<file path="config.mk">
export PLATFORM = sky130hd
export DESIGN_NAME = delimited_field_splitter_core_flat
export DESIGN_NICKNAME = d
export VERILOG_FILES = /design/src/rtl/core/dfs_pkg.sv /design/src/rtl/core/dfs_if.sv /design/src/rtl/core/delimited_field_splitter_core.sv /design/src/rtl/core/dfs_step.sv /design/src/flat_wrapper.sv
export SDC_FILE = /design/constraint.sdc
export NUM_CORES = 1
export LEC_CHECK = 0
export ABC_AREA = 1
export BUFFER_PORTS_ARGS = -buffer_cell sky130_fd_sc_hd__buf_4
export CAP_MARGIN = 10
export CORE_MARGIN = 2
export CORE_UTILIZATION = 55
export DETAILED_ROUTE_END_ITERATION = 6
export PLACE_DENSITY = 0.82
export REMOVE_ABC_BUFFERS = 1
export SLEW_MARGIN = 20
export SYNTH_ARGS = -nofsm -noshare
export SYNTH_HDL_FRONTEND = slang
export SYNTH_SLANG_ARGS = --single-unit
</file>
<file path="constraint.sdc">
create_clock -name clk -period 3.55 [get_ports clk]
set_input_delay 0.5325 -clock clk [delete_from_list [all_inputs] [get_ports clk]]
set_output_delay 0.5325 -clock clk [all_outputs]
set_load 0.005 [all_outputs]
</file>
<file path="src/rtl/core/dfs_pkg.sv">
// Package for the delimited field splitter: payload structs, parse modes,
// result kinds, byte constants and configuration register indexes.
// No dependencies.
package dfs_pkg;

  localparam int LEN_W   = 13;
  localparam int CFG_W   = 64;
  localparam int CFG_IDX_W = 3;

  // Largest usable field buffer; larger buffer_size values in the low LEN_W bits of a write are clamped.
  localparam logic [LEN_W-1:0] MAX_FIELD = 13'd4096;

  localparam logic [7:0] BYTE_NUL   = 8'h00;
  localparam logic [7:0] BYTE_NL    = 8'h0A;
  localparam logic [7:0] BYTE_SPACE = 8'h20;
  localparam logic [7:0] BYTE_QUOTE = 8'h22;

  localparam logic [CFG_IDX_W-1:0] CFG_MAP_LOW      = 3'd0;
  localparam logic [CFG_IDX_W-1:0] CFG_MAP_MID_LOW  = 3'd1;
  localparam logic [CFG_IDX_W-1:0] CFG_MAP_MID_HIGH = 3'd2;
  localparam logic [CFG_IDX_W-1:0] CFG_MAP_HIGH     = 3'd3;
  localparam logic [CFG_IDX_W-1:0] CFG_BUFFER_SIZE  = 3'd4;

  typedef enum logic [2:0] {
    MODE_START  = 3'd0,
    MODE_PLAIN  = 3'd1,
    MODE_QUOTED = 3'd2,
    MODE_TAIL   = 3'd3,
    MODE_SPACES = 3'd4,
    MODE_HALT   = 3'd5
  } mode_t;

  typedef enum logic [1:0] {
    KIND_DATA = 2'd0,
    KIND_END  = 2'd1,
    KIND_OVF  = 2'd2
  } kind_t;

  typedef struct packed {
    logic [7:0] in_byte;
    logic       end_of_stream;
  } in_item_t;

  typedef struct packed {
    kind_t            kind;
    logic [7:0]       out_byte;
    logic [LEN_W-1:0] field_length;
    logic             ended_by_eof;
  } result_t;

  typedef struct packed {
    mode_t            mode;
    logic [LEN_W-1:0] length;
    logic             has_result;
    result_t          result;
  } step_t;

endpackage

</file>
<file path="src/rtl/core/dfs_if.sv">
// Valid/ready channel interfaces for the input byte stream and the results.
// Depends on dfs_pkg.
interface dfs_in_if;
  logic       valid;
  logic       ready;
  logic [7:0] in_byte;
  logic       end_of_stream;

  modport source (output valid, output in_byte, output end_of_stream, input ready);
  modport sink   (input valid, input in_byte, input end_of_stream, output ready);
endinterface

interface dfs_out_if;
  logic                        valid;
  logic                        ready;
  dfs_pkg::kind_t              kind;
  logic [7:0]                  out_byte;
  logic [dfs_pkg::LEN_W-1:0]   field_length;
  logic                        ended_by_eof;

  modport source (output valid, output kind, output out_byte, output field_length,
                  output ended_by_eof, input ready);
  modport sink   (input valid, input kind, input out_byte, input field_length,
                  input ended_by_eof, output ready);
endinterface

</file>
<file path="src/rtl/core/delimited_field_splitter_core.sv">
// Top level of the delimited field splitter: input register, parse state,
// configuration registers and result register. Depends on dfs_pkg, dfs_if
// and dfs_step.
//
//   channel  dir  payload                                        beat when
//   in_ch    in   in_byte, end_of_stream                         valid && ready
//   out_ch   out  kind, out_byte, field_length, ended_by_eof     valid && ready
//   cfg      in   cfg_index, cfg_wdata                           cfg_we
//
// One byte is taken per cycle while the result register is not stalled. A
// result passes through the input register, then the result register, before
// it is offered. The rate is set by the update of the parse mode and field
// length registers.
// Synchronous active-low reset clears the parse state, both valid flags and
// the configuration to tab-delimited with a 4096-byte buffer.
// A stalled result holds in the result register while one more byte waits in
// the input register; only then does in_ch drop ready.
module delimited_field_splitter_core (
  input  logic                           clk,
  input  logic                           rst_n,
  dfs_in_if.sink                         in_ch,
  dfs_out_if.source                      out_ch,
  input  logic                           cfg_we,
  input  logic [dfs_pkg::CFG_IDX_W-1:0]  cfg_index,
  input  logic [dfs_pkg::CFG_W-1:0]      cfg_wdata
);
  import dfs_pkg::*;

  // Configuration. The buffer size is stored already clamped to 1..MAX_FIELD.
  logic [255:0]     delim_map_r;
  logic [LEN_W-1:0] eff_size_r;
  logic [LEN_W-1:0] size_nxt;

  // Parse state.
  mode_t            mode_r;
  logic [LEN_W-1:0] length_r;

  // Input register and result register.
  logic     in_valid_r;
  in_item_t in_item_r;
  logic     out_valid_r;
  result_t  res_r;

  logic     in_beat;
  logic     advance;
  step_t    step;

  always_comb begin
    size_nxt = cfg_wdata[LEN_W-1:0];
    if (size_nxt == '0) begin
      size_nxt = LEN_W'(1);
    end else if (size_nxt > MAX_FIELD) begin
      size_nxt = MAX_FIELD;
    end
  end

  always_ff @(posedge clk) begin
    if (!rst_n) begin
      delim_map_r <= 256'd512;
      eff_size_r  <= MAX_FIELD;
    end else if (cfg_we) begin
      case (cfg_index)
        CFG_MAP_LOW:      delim_map_r[63:0]    <= cfg_wdata;
        CFG_MAP_MID_LOW:  delim_map_r[127:64]  <= cfg_wdata;
        CFG_MAP_MID_HIGH: delim_map_r[191:128] <= cfg_wdata;
        CFG_MAP_HIGH:     delim_map_r[255:192] <= cfg_wdata;
        CFG_BUFFER_SIZE:  eff_size_r           <= size_nxt;
        default: begin
        end
      endcase
    end
  end

  // The byte in the input register is processed whenever the result
  // register is empty or is being emptied in this cycle.
  assign advance     = in_valid_r && (!out_valid_r || out_ch.ready);
  assign in_ch.ready = !in_valid_r || advance;
  assign in_beat     = in_ch.valid && in_ch.ready;

  always_ff @(posedge clk) begin
    if (!rst_n) begin
      in_valid_r <= 1'b0;
    end else if (in_beat) begin
      in_valid_r <= 1'b1;
    end else if (advance) begin
      in_valid_r <= 1'b0;
    end
  end

  always_ff @(posedge clk) begin
    if (in_beat) begin
      in_item_r.in_byte       <= in_ch.in_byte;
      in_item_r.end_of_stream <= in_ch.end_of_stream;
    end
  end

  dfs_step u_step (
    .mode_i      (mode_r),
    .length_i    (length_r),
    .item_i      (in_item_r),
    .delim_map_i (delim_map_r),
    .eff_size_i  (eff_size_r),
    .step_o      (step)
  );

  always_ff @(posedge clk) begin
    if (!rst_n) begin
      mode_r   <= MODE_START;
      length_r <= '0;
    end else if (advance) begin
      mode_r   <= step.mode;
      length_r <= step.length;
    end
  end

  // A byte that gives no result still frees the result register if its
  // old contents were taken in this cycle.
  always_ff @(posedge clk) begin
    if (!rst_n) begin
      out_valid_r <= 1'b0;
    end else if (advance) begin
      out_valid_r <= step.has_result;
    end else if (out_ch.ready) begin
      out_valid_r <= 1'b0;
    end
  end

  always_ff @(posedge clk) begin
    if (advance && step.has_result) begin
      res_r <= step.result;
    end
  end

  assign out_ch.valid        = out_valid_r;
  assign out_ch.kind         = res_r.kind;
  assign out_ch.out_byte     = res_r.out_byte;
  assign out_ch.field_length = res_r.field_length;
  assign out_ch.ended_by_eof = res_r.ended_by_eof;

`ifndef SYNTH
  // Once an overflow is reported the parser must be halted for good.
  a_ovf_halts: assert property (@(posedge clk) disable iff (!rst_n)
    (out_valid_r && (res_r.kind == KIND_OVF)) |-> (mode_r == MODE_HALT))
    else $error("overflow result without halted parser");

  a_halt_sticks: assert property (@(posedge clk) disable iff (!rst_n)
    (mode_r == MODE_HALT) |=> (mode_r == MODE_HALT))
    else $error("parser left the halted mode");

  // Between fields no byte may be counted.
  a_start_empty: assert property (@(posedge clk) disable iff (!rst_n)
    ((mode_r == MODE_START) || (mode_r == MODE_SPACES)) |-> (length_r == '0))
    else $error("field length not cleared between fields");

  a_eof_is_end: assert property (@(posedge clk) disable iff (!rst_n)
    (out_valid_r && res_r.ended_by_eof) |-> (res_r.kind == KIND_END))
    else $error("end-of-stream flag on a result that is not a field end");
`endif

endmodule

</file>
<file path="src/rtl/core/dfs_step.sv">
// Combinational parse step: one byte against the current mode and length.
// Depends on dfs_pkg.
module dfs_step (
  input  dfs_pkg::mode_t                mode_i,
  input  logic [dfs_pkg::LEN_W-1:0]     length_i,
  input  dfs_pkg::in_item_t             item_i,
  input  logic [255:0]                  delim_map_i,
  input  logic [dfs_pkg::LEN_W-1:0]     eff_size_i,
  output dfs_pkg::step_t                step_o
);
  import dfs_pkg::*;

  logic             eof;
  logic [7:0]       b;
  logic             is_delim;
  logic             want_end;
  logic             want_store;
  logic [LEN_W-1:0] len_base;
  logic [LEN_W-1:0] len_inc;

  assign eof      = item_i.end_of_stream;
  assign b        = item_i.in_byte;
  // NUL and newline always end an unquoted field.
  assign is_delim = (b == BYTE_NUL) || (b == BYTE_NL) || delim_map_i[b];

  always_comb begin
    want_end   = 1'b0;
    want_store = 1'b0;
    len_base   = length_i;
    step_o     = '0;
    step_o.mode   = mode_i;
    step_o.length = length_i;
    case (mode_i)
      MODE_HALT: begin
      end
      MODE_PLAIN: begin
        want_end   = eof || is_delim;
        want_store = !want_end;
      end
      MODE_QUOTED: begin
        if (eof || (b == BYTE_NL)) begin
          want_end = 1'b1;
        end else if (b == BYTE_QUOTE) begin
          step_o.mode = MODE_TAIL;
        end else begin
          want_store = 1'b1;
        end
      end
      MODE_TAIL: begin
        want_end = eof || is_delim;
      end
      default: begin
        // Field start, and the space skip once a non-space shows up.
        len_base      = '0;
        step_o.length = '0;
        if ((mode_i == MODE_SPACES) && !eof && (b == BYTE_SPACE)) begin
          step_o.mode = MODE_SPACES;
        end else if (!eof && (b == BYTE_QUOTE)) begin
          step_o.mode = MODE_QUOTED;
        end else begin
          step_o.mode = MODE_PLAIN;
          want_end    = eof || is_delim;
          want_store  = !want_end;
        end
      end
    endcase

    len_inc = len_base + LEN_W'(1);

    if (want_end) begin
      step_o.has_result          = 1'b1;
      step_o.result.kind         = KIND_END;
      step_o.result.out_byte     = eof ? BYTE_NUL : b;
      step_o.result.field_length = len_base;
      step_o.result.ended_by_eof = eof;
      step_o.length              = '0;
      step_o.mode = (!eof && (b == BYTE_SPACE)) ? MODE_SPACES : MODE_START;
    end else if (want_store) begin
      step_o.has_result      = 1'b1;
      step_o.result.out_byte = b;
      step_o.length          = len_inc;
      if (len_inc >= eff_size_i) begin
        step_o.result.kind         = KIND_OVF;
        step_o.result.field_length = eff_size_i;
        step_o.mode                = MODE_HALT;
      end else begin
        step_o.result.kind         = KIND_DATA;
        step_o.result.field_length = len_inc;
      end
    end
  end

endmodule
</file>
<file path="src/flat_wrapper.sv">
// flat-port wrapper written by rule: the top's interface ports become plain ports
module delimited_field_splitter_core_flat import dfs_pkg::*;
  (clk, rst_n, cfg_we, cfg_index, cfg_wdata, in_ch_valid, in_ch_in_byte, in_ch_end_of_stream, in_ch_ready, out_ch_valid, out_ch_kind, out_ch_out_byte, out_ch_field_length, out_ch_ended_by_eof, out_ch_ready);
  dfs_in_if in_ch_i ();
  dfs_out_if out_ch_i ();
  input  logic clk;
  input  logic rst_n;
  input  logic cfg_we;
  input  logic [dfs_pkg::CFG_IDX_W-1:0] cfg_index;
  input  logic [dfs_pkg::CFG_W-1:0] cfg_wdata;
  input wire logic [$bits(in_ch_i.valid)-1:0] in_ch_valid;
  input wire logic [$bits(in_ch_i.in_byte)-1:0] in_ch_in_byte;
  input wire logic [$bits(in_ch_i.end_of_stream)-1:0] in_ch_end_of_stream;
  output wire logic [$bits(in_ch_i.ready)-1:0] in_ch_ready;
  output wire logic [$bits(out_ch_i.valid)-1:0] out_ch_valid;
  output wire logic [$bits(out_ch_i.kind)-1:0] out_ch_kind;
  output wire logic [$bits(out_ch_i.out_byte)-1:0] out_ch_out_byte;
  output wire logic [$bits(out_ch_i.field_length)-1:0] out_ch_field_length;
  output wire logic [$bits(out_ch_i.ended_by_eof)-1:0] out_ch_ended_by_eof;
  input wire logic [$bits(out_ch_i.ready)-1:0] out_ch_ready;
  assign in_ch_i.valid = in_ch_valid;
  assign in_ch_i.in_byte = in_ch_in_byte;
  assign in_ch_i.end_of_stream = in_ch_end_of_stream;
  assign in_ch_ready = in_ch_i.ready;
  assign out_ch_valid = out_ch_i.valid;
  assign out_ch_kind = out_ch_i.kind;
  assign out_ch_out_byte = out_ch_i.out_byte;
  assign out_ch_field_length = out_ch_i.field_length;
  assign out_ch_ended_by_eof = out_ch_i.ended_by_eof;
  assign out_ch_i.ready = out_ch_ready;
  delimited_field_splitter_core u_core (.clk(clk), .rst_n(rst_n), .in_ch(in_ch_i), .out_ch(out_ch_i), .cfg_we(cfg_we), .cfg_index(cfg_index), .cfg_wdata(cfg_wdata));
endmodule
</file>
# After elaboration in Yosys (flattened, before gate mapping)
# Cells that the tools add are included.
totals:
  reg_bits: 320
  out_inout_bits: 26
classes:
  magnitude_cmp: 3
  mux: 30
  n_reduce_logical: 32
  eq_ne: 12
  n_bitwise: 1
  n_addsub: 1
ops:
  columns: ["operator", "count"]
  rows:
  - ["40-bit 2-to-1 mux", 2]
  - ["13-bit 2-to-1 mux", 4]
  - ["8-bit by 6-bit equality test with 1-bit output (second input constant)", 2]
  - ["3-bit 2-to-1 mux", 5]
  - ["13-bit by 1-bit adder with 13-bit output (second input constant)", 1]
  - ["13-bit >= comparator", 1]
  - ["13-bit > comparator (second input constant)", 1]
  - ["13-bit logical NOT", 1]
  - ["3-bit by 2-bit equality test with 1-bit output (second input constant)", 4]
  - ["1-bit 2-to-1 mux", 12]
  - ["2-bit AND reduction", 5]
  - ["3-bit equality test (second input constant)", 3]
  - ["8-bit by 9-bit < comparator with 1-bit output (second input constant)", 1]
  - ["1-bit binary-select mux with 8-bit select", 1]
  - ["8-bit by 4-bit equality test with 1-bit output (second input constant)", 1]
  - ["8-bit logical NOT", 1]
  - ["8-bit 2-to-1 mux", 1]
  - ["1-bit logical AND", 7]
  - ["3-bit by 1-bit equality test with 1-bit output (second input constant)", 2]
  - ["1-bit logical OR", 6]
  - ["1-bit case mux with 3 select lines", 2]
  - ["3-bit case mux with 2 select lines", 1]
  - ["2-bit OR reduction", 3]
  - ["1-bit logical NOT", 4]
  - ["6 further kinds", 8]

# Depth between registers and ports, before layout
# Gate-level depths: netlist of the first run.
logic_depth:
  ltp_word: 11
  ltp_mapped: 25
  depth_no_buf: 23

# Modules after synthesis
# A second synthesis of the first run with hierarchy kept.
unflattened:
  cells_unflattened: 2311
  area_unflattened_um2: 15725.1
modules_own_cells:
  columns: ["mod", "area_per_inst_um2", "cells_each", "n_inst"]
  rows:
  - ["delimited_field_splitter_core", 11103.1, 1300, 1]
  - ["dfs_step", 4621.9, 1011, 1]

# Least setup slack after synthesis of the first run
# OpenSTA, ideal clock, no wires.
synth_path:
  path_kind: "register -> register"
  startpoint: "reg u_core.mode_r[0]"
  endpoint: "reg u_core.res_r (netlist bit u_core.out_ch.field_length[0]), data pin"
  arrival_time_ns: 3.607
  path_stages_with_launch: 24
  slack_ns: -0.318
  path_cell_list: "dfxtp_1 -> inv_1 -> o21ai_2 -> inv_2 -> buf_2 -> nor2_1 -> ha_1 -> nand3_1 -> nor2_1 -> nand3_1 -> nor2_1 -> nand2_1 -> nor3_2 -> nand3_1 -> xor2_1 -> ha_1 -> nand2_1 -> nor4_1 -> o21ai_0 -> nand3_1 -> clkbuf_1 -> o21ai_0 -> nand3_1 -> o21ai_0"
synth_lines:
  columns: ["item", "line_no", "rtl"]
  rows:
  - ["start: declaration", "delimited_field_splitter_core.sv:35", "mode_t mode_r;"]
  - ["start signal: assignment", "delimited_field_splitter_core.sv:111", "mode_r <= step.mode;"]
  - ["end signal: assignment", "delimited_field_splitter_core.sv:130", "res_r <= step.result;"]
  - ["end: declaration", "delimited_field_splitter_core.sv:42", "result_t res_r;"]

==> results of run 1 <==
per-layer routing:
layer | vias to the layer above | share of wire [%] | global-route usage [%]
met5 | - | 0 | 0
met4 | 0 | 3.3 | 12.4
met3 | 101 | 8.1 | 4.06
met1 | 6740 | 42 | 37.7
met2 | 605 | 47 | 47.7
li1 | 7120 | - | -
cells in the final DEF, fill, tap and decap left out, drive strengths merged:
cell type and instances:
ha 14, nand3 157, clkbuf 48, o211ai 10, edfxtp 33, inv 249
buf 157, a21oi 222, nor2 336, and3 1, o21a 2, xor2 7
nand2 339, nor3 9, o21ai 324, nand4 7, bufinv 2, a21boi 1
o22ai 11, dfxtp 287, nand3b 1, or2 8, a31oi 1, a22oi 3
nor4 2, clkinv 16
path summary, 6_finish.rpt:
check                          startpoint                       endpoint  slack (ns)
setup / recovery         u_core.mode_r[0]  u_core.out_ch.field_length[1]        0.16
hold / removal           in_ch_in_byte[4]            u_core.in_item_r[5]        0.20
setup reg to reg         u_core.mode_r[0]  u_core.out_ch.field_length[1]        0.16
hold reg to reg   u_core.delim_map_r[252]        u_core.delim_map_r[252]        0.45
sequential cells by signal, summed over array words and instances (netlist names):
name,flops
u_core.out_ch.field_length,13
u_core.in_valid_r,1
u_core.out_ch.out_byte,8
u_core.mode_r,3
u_core.in_item_r,9
u_core.eff_size_r,13
u_core.out_ch.valid,1
u_core.delim_map_r,256
u_core.length_r,13
u_core.out_ch.kind,2
u_core.out_ch.ended_by_eof,1
cell families (layout without fill, tap and decap cells):
family / Yosys count / count (layout) / share of synthesized area, %
AO/OA/AOI/OAI: 574 / 574 / 19.5
XOR/XNOR: 7 / 7 / 0.408
adder cells (fa/ha/maj): 14 / 14 / 1.16
buffers and inverters: 393 / 472 / 10.5
flip-flops: 320 / 320 / 44.8
AND/OR/NAND/NOR: 860 / 860 / 23.6
what timing repair did:
action / in CTS / in global routing
gates resized for setup: 36 / 27
buffers inserted: 5 / 2
gates cloned: 1 / 0
pin swaps: 17 / 16
setup endpoints to repair: 16 / 32
report_power, final:
group          switching [mW]  total, mW  leakage [nW]  internal [mW]
clock network            1.50       3.70         0.594           2.20
registers              0.0616       3.86          2.64           3.80
logic                   0.621      0.950          4.19          0.329
total                    2.18       8.51          7.43           6.32
stage by stage:
step / cell area [sq um] / util (%)
4_1_cts: 17400 / 64.7
5_1_grt: 17500 / 65.2
2_1_floorplan: 14400 / -
6_report: 17500 / 65.2
3_5_place_dp: 16100 / 59.9
3_3_place_gp: 16100 / 59.9
area by class of cell:
cell class                 instances  area (sq um)  share of cell area [%]
clock buffer                      48          1040                    5.91
multi-input combinational       1455          6930                    39.5
tap                              341           427                    2.43
sequential                       320          6740                    38.4
clock inverter                    16           143                   0.814
timing repair buffer             157          1310                    7.45
inverter                         251           948                    5.41
worst max-delay path, cell delays in order, from the launching register on:
cell      delay [ns]
dfxtp_2         0.33
inv_2           0.04
o21ai_2         0.14
buf_4           0.17
nand2_2         0.08
nor3_4          0.23
nand3_2         0.14
nor3_4          0.23
nand3_2         0.11
nor3_2          0.22
xor2_1          0.20
inv_1           0.10
ha_4            0.28
nand4_1         0.11
nand3b_1        0.23
nand3_4         0.15
buf_6           0.14
nand2_1         0.05
o21ai_1         0.08
o22ai_1         0.09
==> flow_summary.json, run 1 <==
{
  "status": "complete, but fails checks",
  "violations": "DRC",
  "synthTopCellsByArea": "dfxtp_1 (38%), o21ai_0 (11%), nand2_1 (8.3%)",
  "root_buffer": "clkbuf_16",
  "vias": 14566,
  "crit_type": "reg -> reg",
  "grt_pass1_vias": 13626,
  "setup_viol": 0,
  "slew_violations": 0,
  "synth_commonest_cells": "nand2_1 (334), nor2_1 (333), o21ai_0 (320)",
  "netlist-cell-type-count": 41,
  "cts_buffers": 35,
  "initial_core_util_pct": 55.9,
  "p_leak_nw": 7.43,
  "drtIter0Drc": 1418,
  "synth_top_area_share_pct": 38.2,
  "area_growth_pct": 16.6,
  "power_density_mw_per_mm2": 485,
  "antenna_found_initial": 0,
  "r2r_cells": 19,
  "hold_path_class": "in -> reg",
  "grt_pass1_wl_um": 67300,
  "skew_ns": 0.0234,
  "hpwl_um": 26000,
  "max_slew_margin_pct": 38.3,
  "globalplace.congestion": 0.917,
  "hold_buffers": 0,
  "netlist_instances": 2168,
  "holdPathStages": 1,
  "yosysSeqAreaShare_pct": 44.8,
  "async_reset_ff_share_pct": 0,
  "syn_area_per_cell_sq_um": 6.94,
  "grt_max_degree": 129,
  "layout_setup_ws_ns": 0.156,
  "finalSetupTns_ns": 0,
  "grt_use_total_pct": 28.8,
  "rows": 60,
  "die_w_um": 169,
  "clk_latency_ns": 0.53,
  "stdcell_count": 2588,
  "fillers": 2382,
  "wl_per_cell_um": 16.2,
  "drt_wl_total_um": 41900,
  "drc": 1,
  "io_buffers": 106,
  "period_minus_slack_ns": 3.39,
  "power_mw": 8.51,
  "cts.sinks": 320,
  "synth_edf_count": 33,
  "drv_cap": 0,
  "ant_nets": 0,
  "placed_cells": 2517,
  "holdWs_ns": 0.198,
  "tritoncts": "yes",
  "coreArea_sq_mm": 0.0269,
  "critPathMaxFanout": 7,
  "drive_above_1_share_pct": 12.3,
  "final_hold_viol_count": 0,
  "ys_warn_count": 0,
  "end_kind": "register",
  "fmaxAchievable_mhz": 295,
  "die_y_um": 169,
  "cts_htree_levels": 2,
  "synthFlopType": "dfxtp_1",
  "cp-start-kind": "register",
  "grt.overflow.total": 0,
  "critical_path_required_ns": 3.81,
  "finalCritPeriodShare_pct": 95.6,
  "cp_data_arrival_time_ns": 3.65,
  "antenna_cells": 0,
  "dr.pass1.iters": 7,
  "cts_buffer_depth": 3,
  "pre_cts_slack_ns": -0.126,
  "vdd_drop_max_v": 0.000357,
  "syn_area_sq_mm": 0.0150,
  "die_area_sq_mm": 0.0287,
  "ios": 107,
  "vias_per_cell": 5.63,
  "nets": 2315,
  "synth.most_common_cell": "nand2_1",
  "synth-seq-cells": 320,
  "synth_area_leader_cell": "dfxtp_1",
  "worst_pin_slew_ns": 0.926,
  "cts.clk_slew.worst_paths_ns": 0.06
}
Note: power is estimated with default switching activity, not from simulation.
==> run 2: changes to the inputs <==
- PLACE_DENSITY: 0.82 -> 0.84
==> run 2 against run 1 <==
Net effect: critical path type unchanged; global-route usage increased by 0.40 points; wire length increased by 1.1%; count of clock-buffer cells in the layout increased by 1; total power increased by 0.63%; cell count about the same; the flow still finishes with violations (DRC); sequential power about the same; utilization increased by 0.36 points; sequential share of layout area decreased by 0.20 points; highest routed layer unchanged.
==> flow_summary.json, run 2 (same netlist as run 1, synthesis figures left out) <==
{
  "status": "complete, but fails checks",
  "violations": "DRC",
  "rrSetupSlack_ns": 0.09,
  "vdd_drop_max_v": 0.000465,
  "cts_buffer_depth": 3,
  "largest_reg_flops": 256,
  "vias_per_cell": 5.69,
  "p_sw_mw": 2.15,
  "cts_htree_levels": 2,
  "root_buffer": "clkbuf_16",
  "critical_path_required_ns": 3.81,
  "drv_cap": 0,
  "p_leak_nw": 7.46,
  "drive_above_1_share_pct": 12.9,
  "holdPathEnd": "u_core.in_item_r[4]",
  "drt_wl_total_um": 42400,
  "layout_common_cells": "nand2_1 (330), nor2_1 (325), o21ai_0 (303)",
  "initial_core_util_pct": 55.9,
  "period_minus_slack_ns": 3.46,
  "regArea_sq_mm": 0.00674,
  "r2r-end": "u_core.out_ch.field_length[1]",
  "tritoncts": "yes",
  "grt_use_total_pct": 29.2,
  "crit_type": "reg -> reg",
  "rows": 60,
  "finish.utilization_pct": 65.6,
  "fmaxAchievable_mhz": 289,
  "regMostFlops": "u_core.delim_map_r",
  "antenna_cells": 0,
  "end_kind": "register",
  "die_area_sq_mm": 0.0287,
  "ant_nets": 0,
  "reg2reg_from": "u_core.mode_r[2]",
  "skew_ns": 0.0167,
  "final_common_cell": "nand2_1",
  "cts.clk_slew.worst_paths_ns": 0.06,
  "io_buffers": 106,
  "nets": 2319,
  "power_mw": 8.56,
  "clock_power_share_pct": 43.7,
  "die_y_um": 169,
  "area_growth_pct": 17.2,
  "finalCritPeriodShare_pct": 97.5,
  "holdPathStages": 1,
  "finalSetupTns_ns": 0,
  "critPathMaxFanout": 7,
  "coreArea_sq_mm": 0.0269,
  "die_w_um": 169,
  "globalplace.congestion": 0.915,
  "drtIter0Drc": 1712,
  "max_slew_margin_pct": 34.4,
  "cts_buffers": 35,
  "cts.sinks": 320,
  "power_density_mw_per_mm2": 486,
  "dr.pass1.iters": 7,
  "grt_pass1_wl_um": 68200,
  "combinationalPowerShare_pct": 11.2,
  "cp_data_arrival_time_ns": 3.72,
  "grt_pass1_vias": 13804,
  "multi_input_area_sq_mm": 0.00702,
  "worstHoldStart": "in_ch_in_byte[3]",
  "r2r_cells": 23,
  "intPower_mw": 6.41,
  "fillers": 2262,
  "rsz0062_at_grt": "yes",
  "seqPwrFrac_pct": 45.1,
  "worst_pin_slew_ns": 0.984,
  "grt.overflow.total": 0,
  "vias": 14742,
  "final_hold_viol_count": 0,
  "antenna_found_initial": 0,
  "setup_viol": 0,
  "switching_share_pct": 25.2,
  "wl_per_cell_um": 16.4,
  "ios": 107,
  "hpwl_um": 26500,
  "cp-start-kind": "register",
  "grt_max_degree": 159,
  "clk_latency_ns": 0.52,
  "slew_violations": 0,
  "drc": 2,
  "hold_path_class": "in -> reg"
}
[run 2: cell count changes in the layout (fill, tap and decap cells not counted), sizes merged]
cell	previous run	this run
clkbuf	48	49
buf	157	161
bufinv	2	4
clkinv	16	7
inv	249	252
[run 2: worst max-delay path by stage]
| stage | startpoint | to | slack (ns) |
|---|---|---|---|
| 2_1_floorplan | u_core.in_item_r[1] | u_core.out_ch.ended_by_eof | -3.25 |
| 4_1_cts | u_core.mode_r[0] | u_core.out_ch.field_length[0] | -0.02 |
| 3_3_place_gp | u_core.mode_r[2] | u_core.out_ch.field_length[0] | 0.02 |
| 6_report | u_core.mode_r[2] | u_core.out_ch.field_length[1] | 0.09 |
| 3_5_place_dp | u_core.mode_r[2] | u_core.out_ch.field_length[2] | -0.16 |
| 5_1_grt | u_core.mode_r[2] | u_core.out_ch.field_length[0] | -0.16 |
[run 2: power by group through the flow]
stage | clock (mW) | combinational (mW) | sequential [mW]
2_1_floorplan | 0 | 0.497 | 3.95
3_3_place_gp | 0 | 0.892 | 3.93
3_5_place_dp | 0 | 0.914 | 3.93
4_1_cts | 3.77 | 0.932 | 3.86
5_1_grt | 3.91 | 1.06 | 3.87
6_report | 3.74 | 0.957 | 3.86
[run 2: layout make-up]
type / count / share of cell area [%]
clock buffer: 49 / 5.73
clock inverter: 12 / 0.972
inverter: 251 / 5.36
multi-input combinational: 1455 / 39.8
sequential: 320 / 38.2
tap: 341 / 2.42
timing repair buffer: 161 / 7.46
[run 2: timing repair]
action | in CTS | in global routing
hold buffers | 0 | 0
gates resized for setup | 36 | 47
setup endpoints to repair | 17 | 17
cloned | 1 | 0
setup buffers | 7 | 6
pin swaps | 19 | 35
[run 2: per-layer routing]
metal | global-route usage [%] | routed length (um) | vias to the layer above
li1 | - | - | 7125
met3 | 4.50 | 3570 | 143
met2 | 48.1 | 19700 | 639
met1 | 37.7 | 17300 | 6835
met4 | 14.1 | 1820 | 0
met5 | 0 | 0 | -
[run 2: worst max-delay path, stage by stage, from the launching register on]
cell	delay (ns)
dfxtp_2	0.33
inv_2	0.06
nand2_2	0.05
o21ai_2	0.08
inv_2	0.11
nor2_4	0.14
ha_2	0.20
nand3_2	0.08
nor2_2	0.15
nand3_2	0.10
nor2_2	0.12
nand2_2	0.09
nor3_4	0.16
buf_6	0.14
xor2_4	0.07
ha_4	0.29
nand2_1	0.08
nor4_2	0.27
o21ai_1	0.12
nand3_2	0.17
buf_6	0.17
nand2_1	0.08
o21ai_2	0.06
o22ai_1	0.08
[run 2: per-stage QoR]
| stage | instance area [sq um] | hold WS (ns) | instances | setup slack [ns] |
|---|---|---|---|---|
| 3_5_place_dp | 16100 | 0.435 | 2516 | -0.160 |
| 3_3_place_gp | 16100 | 0.432 | 2516 | 0.0237 |
| 5_1_grt | 17600 | 0.184 | 2589 | -0.157 |
| 6_report | 17600 | 0.188 | 2589 | 0.0892 |
| 4_1_cts | 17400 | 0.179 | 2585 | -0.0201 |
| 2_1_floorplan | 14400 | 0.420 | 2026 | -3.25 |
